### src/rtl/numeric_text_to_integer_parser_core_assert.svh
// Assertion helpers for the parser back end (ntip_back).
`ifndef NUMERIC_TEXT_TO_INTEGER_PARSER_CORE_ASSERT_SVH
`define NUMERIC_TEXT_TO_INTEGER_PARSER_CORE_ASSERT_SVH

// Same-cycle implication, checked outside reset.
`define NTIP_ASSERT_NOW(label, ante, cons, msg) \
  label: assert property (@(posedge clk) disable iff (rst) (ante) |-> (cons)) \
    else $error(msg);

// Next-cycle implication, checked outside reset.
`define NTIP_ASSERT_NEXT(label, ante, cons, msg) \
  label: assert property (@(posedge clk) disable iff (rst) (ante) |=> (cons)) \
    else $error(msg);

// Next-cycle implication that also covers the reset cycles.
`define NTIP_ASSERT_ALWAYS(label, ante, cons, msg) \
  label: assert property (@(posedge clk) (ante) |=> (cons)) \
    else $error(msg);

`endif

### src/rtl/ntip_pkg.sv
package ntip_pkg;

  // Number format codes
  localparam logic [1:0] FMT_HEX  = 2'd0;
  localparam logic [1:0] FMT_SDEC = 2'd1;
  localparam logic [1:0] FMT_UDEC = 2'd2;

  // Character codes
  localparam logic [15:0] CH_SPACE = 16'h0020;
  localparam logic [15:0] CH_TAB   = 16'h0009;
  localparam logic [15:0] CH_CR    = 16'h000D;
  localparam logic [15:0] CH_ZERO  = 16'h0030;
  localparam logic [15:0] CH_NINE  = 16'h0039;
  localparam logic [15:0] CH_LA    = 16'h0061;
  localparam logic [15:0] CH_LF    = 16'h0066;
  localparam logic [15:0] CH_UA    = 16'h0041;
  localparam logic [15:0] CH_UF    = 16'h0046;
  localparam logic [15:0] CH_LX    = 16'h0078;
  localparam logic [15:0] CH_UX    = 16'h0058;
  localparam logic [15:0] CH_PLUS  = 16'h002B;
  localparam logic [15:0] CH_MINUS = 16'h002D;

  // Queue between front and back
  localparam int QDEPTH = 4;
  localparam int QAW    = $clog2(QDEPTH);

  localparam int VAL_W = 64;

  typedef enum logic [2:0] {
    PH_LEAD     = 3'd0,
    PH_SIGNED   = 3'd1,
    PH_HEXZERO  = 3'd2,
    PH_PREFIXED = 3'd3,
    PH_DIGITS   = 3'd4,
    PH_TRAIL    = 3'd5
  } phase_t;

  typedef struct packed {
    logic [15:0] char_code;
    logic        char_present;
    logic        end_of_text;
  } in_req_t;

  typedef struct packed {
    logic             parse_ok;
    logic [VAL_W-1:0] result_value;
  } out_req_t;

  // Classified character as it travels through the queue
  typedef struct packed {
    logic       present;
    logic       last;
    logic [1:0] mode;
    logic       is_space;
    logic       is_zero;
    logic       is_x;
    logic       is_plus;
    logic       is_minus;
    logic       dec_ok;
    logic       hex_ok;
    logic [3:0] digit;
  } token_t;

  // Datapath actions chosen by the phase logic
  typedef struct packed {
    logic load_zero;
    logic set_sign;
    logic take_digit;
  } action_t;

endpackage

### src/rtl/ntip_front.sv
module ntip_front (
  input  logic              clk,
  input  logic              rst,
  input  logic              cfg_we,
  input  logic [1:0]        cfg_wdata,
  input  logic              in_valid,
  output logic              in_ready,
  input  ntip_pkg::in_req_t in_req,
  input  logic              q_full,
  output logic              q_push,
  output ntip_pkg::token_t  q_tok
);

  logic [1:0]  number_format;
  logic [15:0] c;

  // Hold the format register
  always_ff @(posedge clk) begin
    if (rst) begin
      number_format <= ntip_pkg::FMT_HEX;
    end else if (cfg_we) begin
      number_format <= cfg_wdata;
    end
  end

  // Accept a request whenever the queue has room
  assign in_ready = !q_full;
  assign q_push   = in_valid && !q_full;
  assign c        = in_req.char_code;

  // Classify the character under the current format
  always_comb begin
    q_tok          = '0;
    q_tok.present  = in_req.char_present;
    q_tok.last     = in_req.end_of_text;
    q_tok.mode     = number_format;
    q_tok.is_space = (c == ntip_pkg::CH_SPACE) ||
                     (c inside {[ntip_pkg::CH_TAB:ntip_pkg::CH_CR]});
    q_tok.is_zero  = (c == ntip_pkg::CH_ZERO);
    q_tok.is_x     = (c == ntip_pkg::CH_LX) || (c == ntip_pkg::CH_UX);
    q_tok.is_plus  = (c == ntip_pkg::CH_PLUS);
    q_tok.is_minus = (c == ntip_pkg::CH_MINUS);
    q_tok.dec_ok   = c inside {[ntip_pkg::CH_ZERO:ntip_pkg::CH_NINE]};
    q_tok.hex_ok   = q_tok.dec_ok ||
                     (c inside {[ntip_pkg::CH_LA:ntip_pkg::CH_LF]}) ||
                     (c inside {[ntip_pkg::CH_UA:ntip_pkg::CH_UF]});
    q_tok.digit    = q_tok.dec_ok ? c[3:0] : c[3:0] + 4'd9;
  end

endmodule

### src/rtl/ntip_queue.sv
module ntip_queue (
  input  logic             clk,
  input  logic             rst,
  input  logic             push,
  input  ntip_pkg::token_t wr_tok,
  output logic             full,
  input  logic             pop,
  output logic             valid,
  output ntip_pkg::token_t rd_tok
);

  ntip_pkg::token_t       entries [ntip_pkg::QDEPTH];
  logic [ntip_pkg::QAW-1:0] wr_ptr;
  logic [ntip_pkg::QAW-1:0] rd_ptr;
  logic [ntip_pkg::QAW:0]   count;

  assign full   = (count == (ntip_pkg::QAW+1)'(ntip_pkg::QDEPTH));
  assign valid  = (count != '0);
  assign rd_tok = entries[rd_ptr];

  // Store pushed tokens
  always_ff @(posedge clk) begin
    if (push) begin
      entries[wr_ptr] <= wr_tok;
    end
  end

  // Advance pointers and occupancy
  always_ff @(posedge clk) begin
    if (rst) begin
      wr_ptr <= '0;
      rd_ptr <= '0;
      count  <= '0;
    end else begin
      if (push) begin
        wr_ptr <= wr_ptr + 1'b1;
      end
      if (pop) begin
        rd_ptr <= rd_ptr + 1'b1;
      end
      if (push && !pop) begin
        count <= count + 1'b1;
      end else if (pop && !push) begin
        count <= count - 1'b1;
      end
    end
  end

endmodule

### src/rtl/ntip_back.sv
`include "numeric_text_to_integer_parser_core_assert.svh"

module ntip_back (
  input  logic               clk,
  input  logic               rst,
  input  logic               q_valid,
  input  ntip_pkg::token_t   tok,
  output logic               q_pop,
  output logic               out_valid,
  input  logic               out_ready,
  output ntip_pkg::out_req_t out_rsp
);

  ntip_pkg::phase_t             phase;
  ntip_pkg::phase_t             phase_next;
  logic [ntip_pkg::VAL_W-1:0]   acc;
  logic [ntip_pkg::VAL_W-1:0]   acc_next;
  logic                         neg;
  logic                         neg_next;
  logic                         failed;
  logic                         failed_next;
  ntip_pkg::action_t            act;
  logic                         digit_ok;
  logic                         finish;
  logic                         fin_ok;
  logic                         out_ok;
  logic                         out_neg;
  logic [ntip_pkg::VAL_W-1:0]   out_mag;
  logic                         live;

  // Take a token unless it ends a string and the result slot is blocked
  assign q_pop  = q_valid && (!tok.last || !out_valid || out_ready);
  assign finish = q_pop && tok.last;
  assign live   = q_pop && tok.present && !failed;

  // Check whether the token is a digit of its format; in hex, also that the accumulator has room for it
  always_comb begin
    case (tok.mode)
      ntip_pkg::FMT_HEX:  digit_ok = tok.hex_ok && (acc[63:60] == 4'd0);
      ntip_pkg::FMT_SDEC: digit_ok = tok.dec_ok;
      ntip_pkg::FMT_UDEC: digit_ok = tok.dec_ok;
      default:            digit_ok = 1'b0;
    endcase
  end

  // Next phase, failure and datapath action
  always_comb begin
    logic try_digit;
    try_digit   = 1'b0;
    phase_next  = phase;
    failed_next = failed;
    act         = '0;
    if (live) begin
      case (phase)
        ntip_pkg::PH_LEAD: begin
          if (tok.is_space) begin
            phase_next = phase;
          end else if (tok.mode == ntip_pkg::FMT_HEX && tok.is_zero) begin
            act.load_zero = 1'b1;
            phase_next    = ntip_pkg::PH_HEXZERO;
          end else if (tok.mode == ntip_pkg::FMT_SDEC && (tok.is_plus || tok.is_minus)) begin
            act.set_sign = 1'b1;
            phase_next   = ntip_pkg::PH_SIGNED;
          end else begin
            try_digit = 1'b1;
          end
        end
        ntip_pkg::PH_SIGNED, ntip_pkg::PH_PREFIXED: begin
          if (tok.is_space) begin
            failed_next = 1'b1;
          end else begin
            try_digit = 1'b1;
          end
        end
        ntip_pkg::PH_HEXZERO: begin
          if (tok.mode == ntip_pkg::FMT_HEX && tok.is_x) begin
            phase_next = ntip_pkg::PH_PREFIXED;
          end else if (tok.is_space) begin
            phase_next = ntip_pkg::PH_TRAIL;
          end else begin
            try_digit = 1'b1;
          end
        end
        ntip_pkg::PH_DIGITS: begin
          if (tok.is_space) begin
            phase_next = ntip_pkg::PH_TRAIL;
          end else begin
            try_digit = 1'b1;
          end
        end
        ntip_pkg::PH_TRAIL: begin
          if (!tok.is_space) begin
            failed_next = 1'b1;
          end
        end
        default: failed_next = 1'b1;
      endcase
      if (try_digit) begin
        if (digit_ok) begin
          act.take_digit = 1'b1;
          phase_next     = ntip_pkg::PH_DIGITS;
        end else begin
          failed_next = 1'b1;
        end
      end
    end
  end

  // Accumulate: load zero, latch the sign, and shift in a hex digit or multiply by ten and add
  always_comb begin
    acc_next = acc;
    neg_next = neg;
    if (act.load_zero) begin
      acc_next = '0;
    end
    if (act.set_sign) begin
      neg_next = tok.is_minus;
    end
    if (act.take_digit) begin
      if (tok.mode == ntip_pkg::FMT_HEX) begin
        acc_next = {acc[59:0], tok.digit};
      end else begin
        acc_next = {acc[60:0], 3'b000} + {acc[62:0], 1'b0} +
                   {{(ntip_pkg::VAL_W-4){1'b0}}, tok.digit};
      end
    end
  end

  assign fin_ok = !failed_next && (phase_next == ntip_pkg::PH_DIGITS ||
                                   phase_next == ntip_pkg::PH_TRAIL ||
                                   phase_next == ntip_pkg::PH_HEXZERO);

  // Advance string state; drop it back to the start after the last token
  always_ff @(posedge clk) begin
    if (rst || finish) begin
      phase  <= ntip_pkg::PH_LEAD;
      acc    <= '0;
      neg    <= 1'b0;
      failed <= 1'b0;
    end else begin
      phase  <= phase_next;
      acc    <= acc_next;
      neg    <= neg_next;
      failed <= failed_next;
    end
  end

  // Hold the finished result until the receiver takes it
  always_ff @(posedge clk) begin
    if (rst) begin
      out_valid <= 1'b0;
    end else if (finish) begin
      out_valid <= 1'b1;
    end else if (out_ready) begin
      out_valid <= 1'b0;
    end
  end

  always_ff @(posedge clk) begin
    if (finish) begin
      out_ok  <= fin_ok;
      out_neg <= neg_next;
      out_mag <= fin_ok ? acc_next : '0;
    end
  end

  // Negate on the way out in signed mode
  assign out_rsp.parse_ok     = out_ok;
  assign out_rsp.result_value = out_neg ? ('0 - out_mag) : out_mag;

  `NTIP_ASSERT_ALWAYS(a_reset_phase, rst, phase == ntip_pkg::PH_LEAD && !failed, "reset left string state")
  `NTIP_ASSERT_NEXT(a_finish_clears, finish, phase == ntip_pkg::PH_LEAD && !failed && !neg && acc == '0, "string state not cleared")
  `NTIP_ASSERT_NOW(a_no_overwrite, finish, !out_valid || out_ready, "result overwritten")
  `NTIP_ASSERT_NOW(a_rise_from_finish, $rose(out_valid), $past(finish), "result without end of string")
  `NTIP_ASSERT_NEXT(a_fail_sticks, failed && !finish, failed, "failure cleared mid-string")

endmodule

### src/rtl/numeric_text_to_integer_parser_core.sv
// Streaming text-to-integer parser.
// Input channel in_valid/in_ready/in_req carries one UTF-16 character per
// request; end_of_text marks the last one, char_present 0 is an empty marker.
// Output channel out_valid/out_ready/out_rsp carries one result per string:
// parse_ok and a 64-bit value (two's complement in signed mode, 0 on failure).
// cfg_we/cfg_wdata writes number_format: 0 hex, 1 signed decimal,
// 2 unsigned decimal. Write it only while no string is in flight.
// Throughput: one character per cycle while in_ready is high. Each character
// costs one multiply-by-ten (or shift-by-four) and add on the 64-bit
// accumulator in the back end. The back end pops the last character from the
// four-entry queue and registers the result, raising out_valid; the receiver
// can take it at once. If the receiver stalls, the result waits in the output
// register; the back end keeps parsing the next string up to its last
// character, then the queue fills to four entries and in_ready drops.
// Reset (rst, synchronous) empties the queue, drops any result, clears the
// string state and sets the format to hexadecimal.
module numeric_text_to_integer_parser_core (
  input  logic               clk,
  input  logic               rst,
  input  logic               cfg_we,
  input  logic [1:0]         cfg_wdata,
  input  logic               in_valid,
  output logic               in_ready,
  input  ntip_pkg::in_req_t  in_req,
  output logic               out_valid,
  input  logic               out_ready,
  output ntip_pkg::out_req_t out_rsp
);

  logic             q_full;
  logic             q_push;
  logic             q_pop;
  logic             q_valid;
  ntip_pkg::token_t wr_tok;
  ntip_pkg::token_t rd_tok;

  ntip_front u_front (
    .clk       (clk),
    .rst       (rst),
    .cfg_we    (cfg_we),
    .cfg_wdata (cfg_wdata),
    .in_valid  (in_valid),
    .in_ready  (in_ready),
    .in_req    (in_req),
    .q_full    (q_full),
    .q_push    (q_push),
    .q_tok     (wr_tok)
  );

  ntip_queue u_queue (
    .clk    (clk),
    .rst    (rst),
    .push   (q_push),
    .wr_tok (wr_tok),
    .full   (q_full),
    .pop    (q_pop),
    .valid  (q_valid),
    .rd_tok (rd_tok)
  );

  ntip_back u_back (
    .clk       (clk),
    .rst       (rst),
    .q_valid   (q_valid),
    .tok       (rd_tok),
    .q_pop     (q_pop),
    .out_valid (out_valid),
    .out_ready (out_ready),
    .out_rsp   (out_rsp)
  );

endmodule
### config.mk
export PLATFORM = sky130hd
export DESIGN_NAME = numeric_text_to_integer_parser_core
export DESIGN_NICKNAME = d
export VERILOG_FILES = /design/src/rtl/ntip_pkg.sv /design/src/rtl/ntip_front.sv /design/src/rtl/ntip_queue.sv /design/src/rtl/ntip_back.sv /design/src/rtl/numeric_text_to_integer_parser_core.sv
export VERILOG_INCLUDE_DIRS = /design/src /design/src/rtl
export SDC_FILE = /design/constraint.sdc
export NUM_CORES = 1
export LEC_CHECK = 0
export BUFFER_PORTS_ARGS = -buffer_cell sky130_fd_sc_hd__buf_2
export CORE_UTILIZATION = 60
export DETAILED_ROUTE_END_ITERATION = 8
export PLACE_DENSITY = 0.84
export REMOVE_ABC_BUFFERS = 1
export SYNTH_ARGS = -nofsm -noshare
export SYNTH_HDL_FRONTEND = slang
export SYNTH_HIERARCHICAL = 1
export SYNTH_SLANG_ARGS = --single-unit
### constraint.sdc
create_clock -name clk -period 5.2 [get_ports clk]
set_input_delay 1.04 -clock clk [delete_from_list [all_inputs] [get_ports clk]]
set_output_delay 1.04 -clock clk [all_outputs]
set_load 0.01 [all_outputs]
# After elaboration in Yosys (flattened, before gate mapping)
# Memories as Yosys holds them, arrays and structs flattened. A register that Yosys moved wholly into a read port is not among the register bits.
# Cells that the tools add are included.
[word_totals]
out_inout_bits = 67
memories = 1
ram_bits = 60
regBits = 145
[classes]
muxes = 45
n_eq_ne = 17
reduce_logical = 43
add_sub_neg = 8
magnitude_cmp = 8
[memory_table]
columns = ["name", "depth", "word_bits", "read_ports", "rd_clocked_by_memory_dff", "wr", "line_no", "rtl"]
rows = [
  ["u_queue.entries", 4, 15, 1, 1, 1, "ntip_queue.sv:12", "ntip_pkg::token_t entries [ntip_pkg::QDEPTH];"],
]
[op_table]
columns = ["operator", "count"]
rows = [
  ["$mux 64", 4],
  ["$add 64x4->64", 1],
  ["$add 64x64->64", 1],
  ["$eq 16x6->1 const B", 4],
  ["$sub 1x64->64 const A", 1],
  ["$mux 3", 11],
  ["$eq 16x7->1 const B", 2],
  ["$ge 16x7->1 const B", 2],
  ["$le 16x7->1 const B", 2],
  ["$mux 1", 21],
  ["$ge 16x4->1 const B", 1],
  ["$ge 16x6->1 const B", 1],
  ["$le 16x4->1 const B", 1],
  ["$le 16x6->1 const B", 1],
  ["$logic_and 1x1->1", 16],
  ["$eq 3x3->1 const B", 5],
  ["$logic_or 1x1->1", 10],
  ["$eq 3x2->1 const B", 3],
  ["$pmux 3 s3", 1],
  ["$mux 2", 4],
  ["$logic_not 1->1", 7],
  ["$pmux 1 s3", 2],
  ["$reduce_or 3->1", 2],
  ["$add 2x1->2 const B", 2],
  ["other kinds (14)", 16],
]

# Logic depth before layout (Yosys ltp)
# Gate-level depths: netlist of run 1.
[logic_depth]
depth_word = 13
depth_mapped = 17
mapped_depth_nobuf = 15

# Hierarchy
# The synthesis of run 1 kept the hierarchy.
[modules_own_cells]
columns = ["module", "instances", "seq_area_each_um2", "area_each_um2", "cells_each"]
rows = [
  ["ntip_back", 1, 3383.2, 11703.7, 1417],
  ["ntip_queue", 1, 1981.9, 2625.0, 122],
  ["ntip_front", 1, 40.0, 445.4, 58],
]

# Worst setup path after synthesis of run 1
# Ideal clock, no wire load.
[synth_path]
path_type = "register to register"
start = "register with a tool-made name"
end = "register u_back/acc[61] in the netlist's numbering"
arrival_ns = 4.327
path_stages_with_launch = 11
setup_time_ns = 0.128
setup_slack_ns = 0.746
period_less_slack_ns = 4.454
required_time_ns = 5.072
path_cell_list = "dfxtp_1 > buf_6 > buf_12 > mux4_2 > a21boi_0 > and2_1 > or2_2 > clkbuf_1 > clkbuf_1 > clkbuf_1 > nor2_1"
[synth_rtl]
columns = ["item", "line_no", "rtl"]
rows = [
  ["end signal, assigned", "ntip_back.sv:142", "acc <= acc_next;"],
  ["end, declared", "ntip_back.sv:16", "logic [ntip_pkg::VAL_W-1:0] acc;"],
]

==> flow_summary.ini, run 1 <==
[run_status]
status = finished, final reports clean

[synth]
ys_seq_area_share_pct = 36.6
synth_top_cell_by_area = edfxtp_1
synth.area.mux_share_pct = 3.68
synth_top_family_by_area = compound AO/OA/AOI/OAI gates
synthCells = 1597
synth_top_area_share_pct = 25.6
async_reset_ff_share_pct = 0
synthAdderAreaFrac_pct = 11.8
ys.flop_type = edfxtp_1
ys_ff_latch = 207
synthSimpleGateAreaFrac_pct = 18.1
synth_area_leaders = edfxtp_1 26%, ha_1 11%, dfxtp_1 11%, xnor2_1 5.0%, a21oi_1 4.3%
ys_types = 84
yosysWarnings = 6
synth-edff-count = 126
synth.cell_area_um2 = 14800
synth.avg_cell_area_um2 = 9.25
synthXorXnorAreaFrac_pct = 7.17
synth-compound-area-share_pct = 18.9

[clock_network]
cts_sinks = 207
cts_inserted_buffers = 22
cts_tree = yes
clkLatencyLatePin_ps = 530
cts-root-buf = clkbuf_16
cts-htree-levels = 1
cts_buffer_depth = 3
path_clk_slew_ps = 60

[cells_and_area]
design_area_um2 = 16300
layout-drive-gt1-share_pct = 13.4
num-fill-cells = 1892
final_common_cell = nor2_1
nets = 1809
antenna_cells = 0
area_growth_syn_to_layout_pct = 10.6
layout_common_cells = 157 x nor2_1, 134 x ha_1, 128 x a21oi_1
final_cells = 1986

[critical_path]
crit_top_cell = or4_4
cpMaxStageDelayCell = or4_4
cp_max_fo = 5
arrival_ps = 4120
slowest_delay_ps = 550
cp_cell_sequence = or4_4 -> or4_4 -> or2_4 -> or4_4 -> or3_4 -> nor3_4 -> nand2_4 -> buf_12 -> o41ai_4 -> xnor2_1 -> buf_2
crit_required_ps = 4160
critPathTopFamily = simple AND/OR/NAND/NOR gates
start_kind = flop
worstSetupPathType = reg2out
crit_path_end_kind = output port
crit_buf_inv = 2

[detailed_routing]
wl_per_cell_um = 19.1
vias_per_cell = 6.38
ant_nets = 0
drtPass1Iterations = 6
via_count = 12700
drcViolationCount = 0
drt_iter0_drc = 935
routed_wl_um = 37800

[die]
pin_count = 92
initial_core_util_pct = 60.9
chipWidth_um = 159
chipHeight_um = 159
core_um2 = 24200
die_area_um2 = 25300
rows = 57

[sta]
fin_crit_sh_pct = 99.3
fin_hold_ws_ps = 518
max_freq_mhz = 194
slew_headroom_pct = 20.5
rsz0062_at_grt = true
finalSetupViolCount = 0
tightest_slew_ps = 1190
period_needed_ps = 5160
hold_viol_final = 0
tns_ps = 0
maxSlewViolCount = 0
finClkSkew_ps = 10.5

[pwr]
leakagePower_nw = 6.53
power_density_nw_per_um2 = 383
peakVddDrop_mv = 0.365
power_w = 0.00626

[placement]
placed_cells = 1939
hpwl_um = 27400
gp_congestion = 0.958
dpl_cell_area_um2 = 15400
numPortBuffers = 91

[global_route]
overflow = 0
track_usage_pct = 30.0
antenna_found_initial = 0
grt_max_degree = 67
grt_pass1_wl_um = 62000
grt_pass1_vias = 12500

[run]
maxCapViolCount = 0

[min_path]
hp-class = reg2reg
## sequential cells by signal, indices dropped and copies added, names as in the netlist, 2 cells and up, named ones only
register,cells
u_back/acc,64
u_back/out_mag,64
u_back/phase,3
u_front/number_format,2
u_queue/count,3
u_queue/entries,60
u_queue/rd_ptr,2
u_queue/wr_ptr,2
## layer usage
metal	global-route usage [%]	up-vias	part of all wire, %
met5	0	-	0
met4	14.3	0	4.5
li1	-	6029	-
met1	37.5	6043	42
met2	51.7	467	48
met3	3.50	125	5.7
## what timing repair did
action	in CTS	in global routing
setup endpoints to repair	19	24
hold buffers	0	0
pin swaps	1	2
gates resized for setup	8	12
buffers inserted	6	1
## synthesized netlist by cell type, types with 27 or more instances
master / instances
o31ai_1: 27
ha_1: 135
nand2_1: 99
a21o_1: 30
a21oi_1: 128
inv_1: 40
nand3_1: 47
dfxtp_1: 81
o21ai_0: 111
nor2_1: 157
clkbuf_1: 82
xor2_1: 36
and2_1: 38
edfxtp_1: 126
xnor2_1: 85
## cell type report
| class | instances | area, um2 | share of cell area, % |
|---|---|---|---|
| clock buffers | 29 | 627 | 3.84 |
| clock inverters | 11 | 126 | 0.773 |
| inverters | 40 | 150 | 0.919 |
| multi-input cells | 1253 | 8920 | 54.6 |
| flip-flops and latches | 207 | 5410 | 33.1 |
| well taps | 324 | 405 | 2.48 |
| repair buffers | 122 | 704 | 4.31 |
## path summary, 6_finish.rpt
check / cells after the start / slack [ps] / start / endpoint
min reg2reg: 0 / 520 / u_front/number_format[1]$_SDFFE_PP0P_ / u_queue/entries[0][12]$_DFFE_PP_
max reg2reg: 16 / 480 / flop / u_back/out_mag[57]$_SDFFCE_PN0P_
max: 11 / 40 / u_back/out_mag[10]$_SDFFCE_PN0P_ / out_rsp[52]
min: 0 / 520 / u_front/number_format[1]$_SDFFE_PP0P_ / u_queue/entries[0][12]$_DFFE_PP_
## where the power goes
group	internal, W	switching (W)
clock	0.000953	0.000663
sequential	0.00208	0.000263
combinational	0.000897	0.00140
## through the flow
step	util (%)	setup WS, ps
after floorplan	-	-1970
after global placement	63.6	418
final	67.4	36.4
after CTS	67.1	1.59
after global routing	67.4	-95.0
after detailed placement	63.6	334
## cell families after synthesis
logic type | Yosys count
flops | 207
compound gates | 437
simple gates | 524
xor+xnor | 121
fa+ha+maj | 138
buf+inv | 137
mux | 33
Power figures use the tool's default switching activity.
==> run 2: changes to the inputs <==
- clock period: 5.2 -> 6.1 ns (I/O delays scaled with it)
==> run 2 against run 1 <==
Against the previous run: power shrank 12%; sequential cell count unchanged; core utilization is 0.41 points lower; first-iteration DRC count is 0.32% higher; clock power barely moved; clock-buffer cell count fell by 2; clock skew rose by 3.9 ps; sequential power decreased by 15%; via count down 1.2%; die area unchanged.
==> flow_summary.ini, run 2 (synthesis gave the netlist of run 1 again) <==
[run_status]
status = finished, final reports clean

[clock_network]
cts_hold_buf = 0
cts-root-buf = clkbuf_16
clkLatencyLatePin_ps = 540
cts-htree-levels = 1
post_cts_resized = 0
post_cts_buffers = 0
cts_sinks = 207
path_clk_slew_ps = 60
cts_tree = yes
cts_inserted_buffers = 23
cts_buffer_depth = 3

[pwr]
power_w = 0.00552
leakagePower_nw = 6.45
power_density_nw_per_um2 = 340
peakVddDrop_mv = 0.380

[cells_and_area]
layout-drive-gt1-share_pct = 12.1
fin_util_pct = 67.0
final_common_cell = nor2_1
area_growth_syn_to_layout_pct = 9.95
antenna_cells = 0
final_cells = 1973
num-fill-cells = 1940
reg_top3 = u_back/acc: 64 flops, u_back/out_mag: 64 flops, u_queue/entries: 60 flops
layout_common_cells = 157 x nor2_1, 134 x ha_1, 128 x a21oi_1
design_area_um2 = 16200
nets = 1795

[critical_path]
reg2reg_slack_ps = 1060
arrival_ps = 4490
r2r_cells = 15
start_kind = flop
worstSetupPathType = reg2out
cp_max_fo = 7
crit_path_end_kind = output port
crit_path_end = out_rsp[57]
crit_required_ps = 4880
reg2reg_to = u_back/acc[63]$_SDFF_PP0_
critPathLaunch = u_back/out_mag[10]$_SDFFCE_PN0P_

[run]
maxCapViolCount = 0

[sta]
max_freq_mhz = 175
fin_crit_sh_pct = 93.6
period_needed_ps = 5710
rsz0062_at_grt = false
slew_headroom_pct = 28.7
finClkSkew_ps = 14.4
fin_hold_ws_ps = 511
finalSetupViolCount = 0
hold_viol_final = 0
tightest_slew_ps = 1070
maxSlewViolCount = 0

[placement]
dpl_cell_area_um2 = 15400
gp_congestion = 0.946
numPortBuffers = 91
hpwl_um = 26300
placed_cells = 1931

[detailed_routing]
wl_per_cell_um = 18.6
ant_nets = 0
via_count = 12500
routed_wl_um = 36700
drt_iter0_drc = 938
vias_per_cell = 6.34
drcViolationCount = 0
drtPass1Iterations = 5

[die]
rows = 57
core_um2 = 24200
chipHeight_um = 159
pin_count = 92
initial_core_util_pct = 60.9
die_area_um2 = 25300
chipWidth_um = 159

[global_route]
antenna_found_initial = 0
track_usage_pct = 29.1
grt_pass1_vias = 12200
grt_pass1_wl_um = 60200
overflow = 0
grt_max_degree = 68

[min_path]
hp-class = reg2reg
run 2: cell count changes in the layout (fill, tap and decap cells not counted), sizes merged:
cell      change
clkbuf        -2
bufinv        +5
inv           +1
clkinv        -3
buf          -15
clkinvlp      +1
run 2: per-layer routing:
layer	vias to the layer above	track usage, %	wire length [um]
met4	0	11.1	1410
met5	-	0	0
met1	5927	37.0	15100
li1	6012	-	-
met2	472	50.5	17600
met3	103	3.71	2620
run 2: critical path, stage by stage, from the launching register on:
cell and delay [ps]:
edfxtp_1 420, or4_4 570, or4_1 430, or2_4 260
nor4_1 330, nand2_1 190, or2_1 310, nor3_1 390
nand2_2 340, o41ai_1 400, xnor2_1 160, buf_2 150
run 2: where the power goes:
| group | switching (W) | total [W] | leakage, nW | internal, W |
|---|---|---|---|---|
| Clock | 0.000598 | 0.00161 | 0.424 | 0.00101 |
| Combinational | 0.00118 | 0.00192 | 4.18 | 0.000734 |
| Sequential | 0.000218 | 0.00199 | 1.84 | 0.00177 |
| Total | 0.00200 | 0.00552 | 6.45 | 0.00352 |
run 2: how the worst min path moves through the flow:
stage                                               start                               end  cells past startpoint  slack, ps
finish                      u_queue/count[2]$_SDFFE_PP0P_     u_queue/count[2]$_SDFFE_PP0P_                      2        510
detailed placement          u_queue/count[2]$_SDFFE_PP0P_     u_queue/count[2]$_SDFFE_PP0P_                      2        500
CTS                         u_queue/count[2]$_SDFFE_PP0P_     u_queue/count[2]$_SDFFE_PP0P_                      2        510
global placement    u_front/number_format[1]$_SDFFE_PP0P_  u_queue/entries[0][12]$_DFFE_PP_                      0        480
global route                u_queue/count[2]$_SDFFE_PP0P_     u_queue/count[2]$_SDFFE_PP0P_                      2        540
floorplan                   u_queue/count[2]$_SDFFE_PP0P_     u_queue/count[2]$_SDFFE_PP0P_                      2        460
run 2: metrics by stage:
step / TNS [ps] / setup slack [ps]
2_1_floorplan: -32970 / -1070
3_3_place_gp: 0 / 900
3_5_place_dp: 0 / 812
4_1_cts: 0 / 218
5_1_grt: 0 / 82.5
6_report: 0 / 391
run 2: cell type report:
cell class | count | area (um2) | share of cell area, %
Clock buffer | 27 | 601 | 3.70
Clock inverter | 15 | 282 | 1.73
Inverter | 40 | 150 | 0.924
Multi-Input combinational cell | 1253 | 8830 | 54.3
Sequential cell | 207 | 5410 | 33.3
Tap cell | 324 | 405 | 2.50
Timing Repair Buffer | 107 | 576 | 3.54
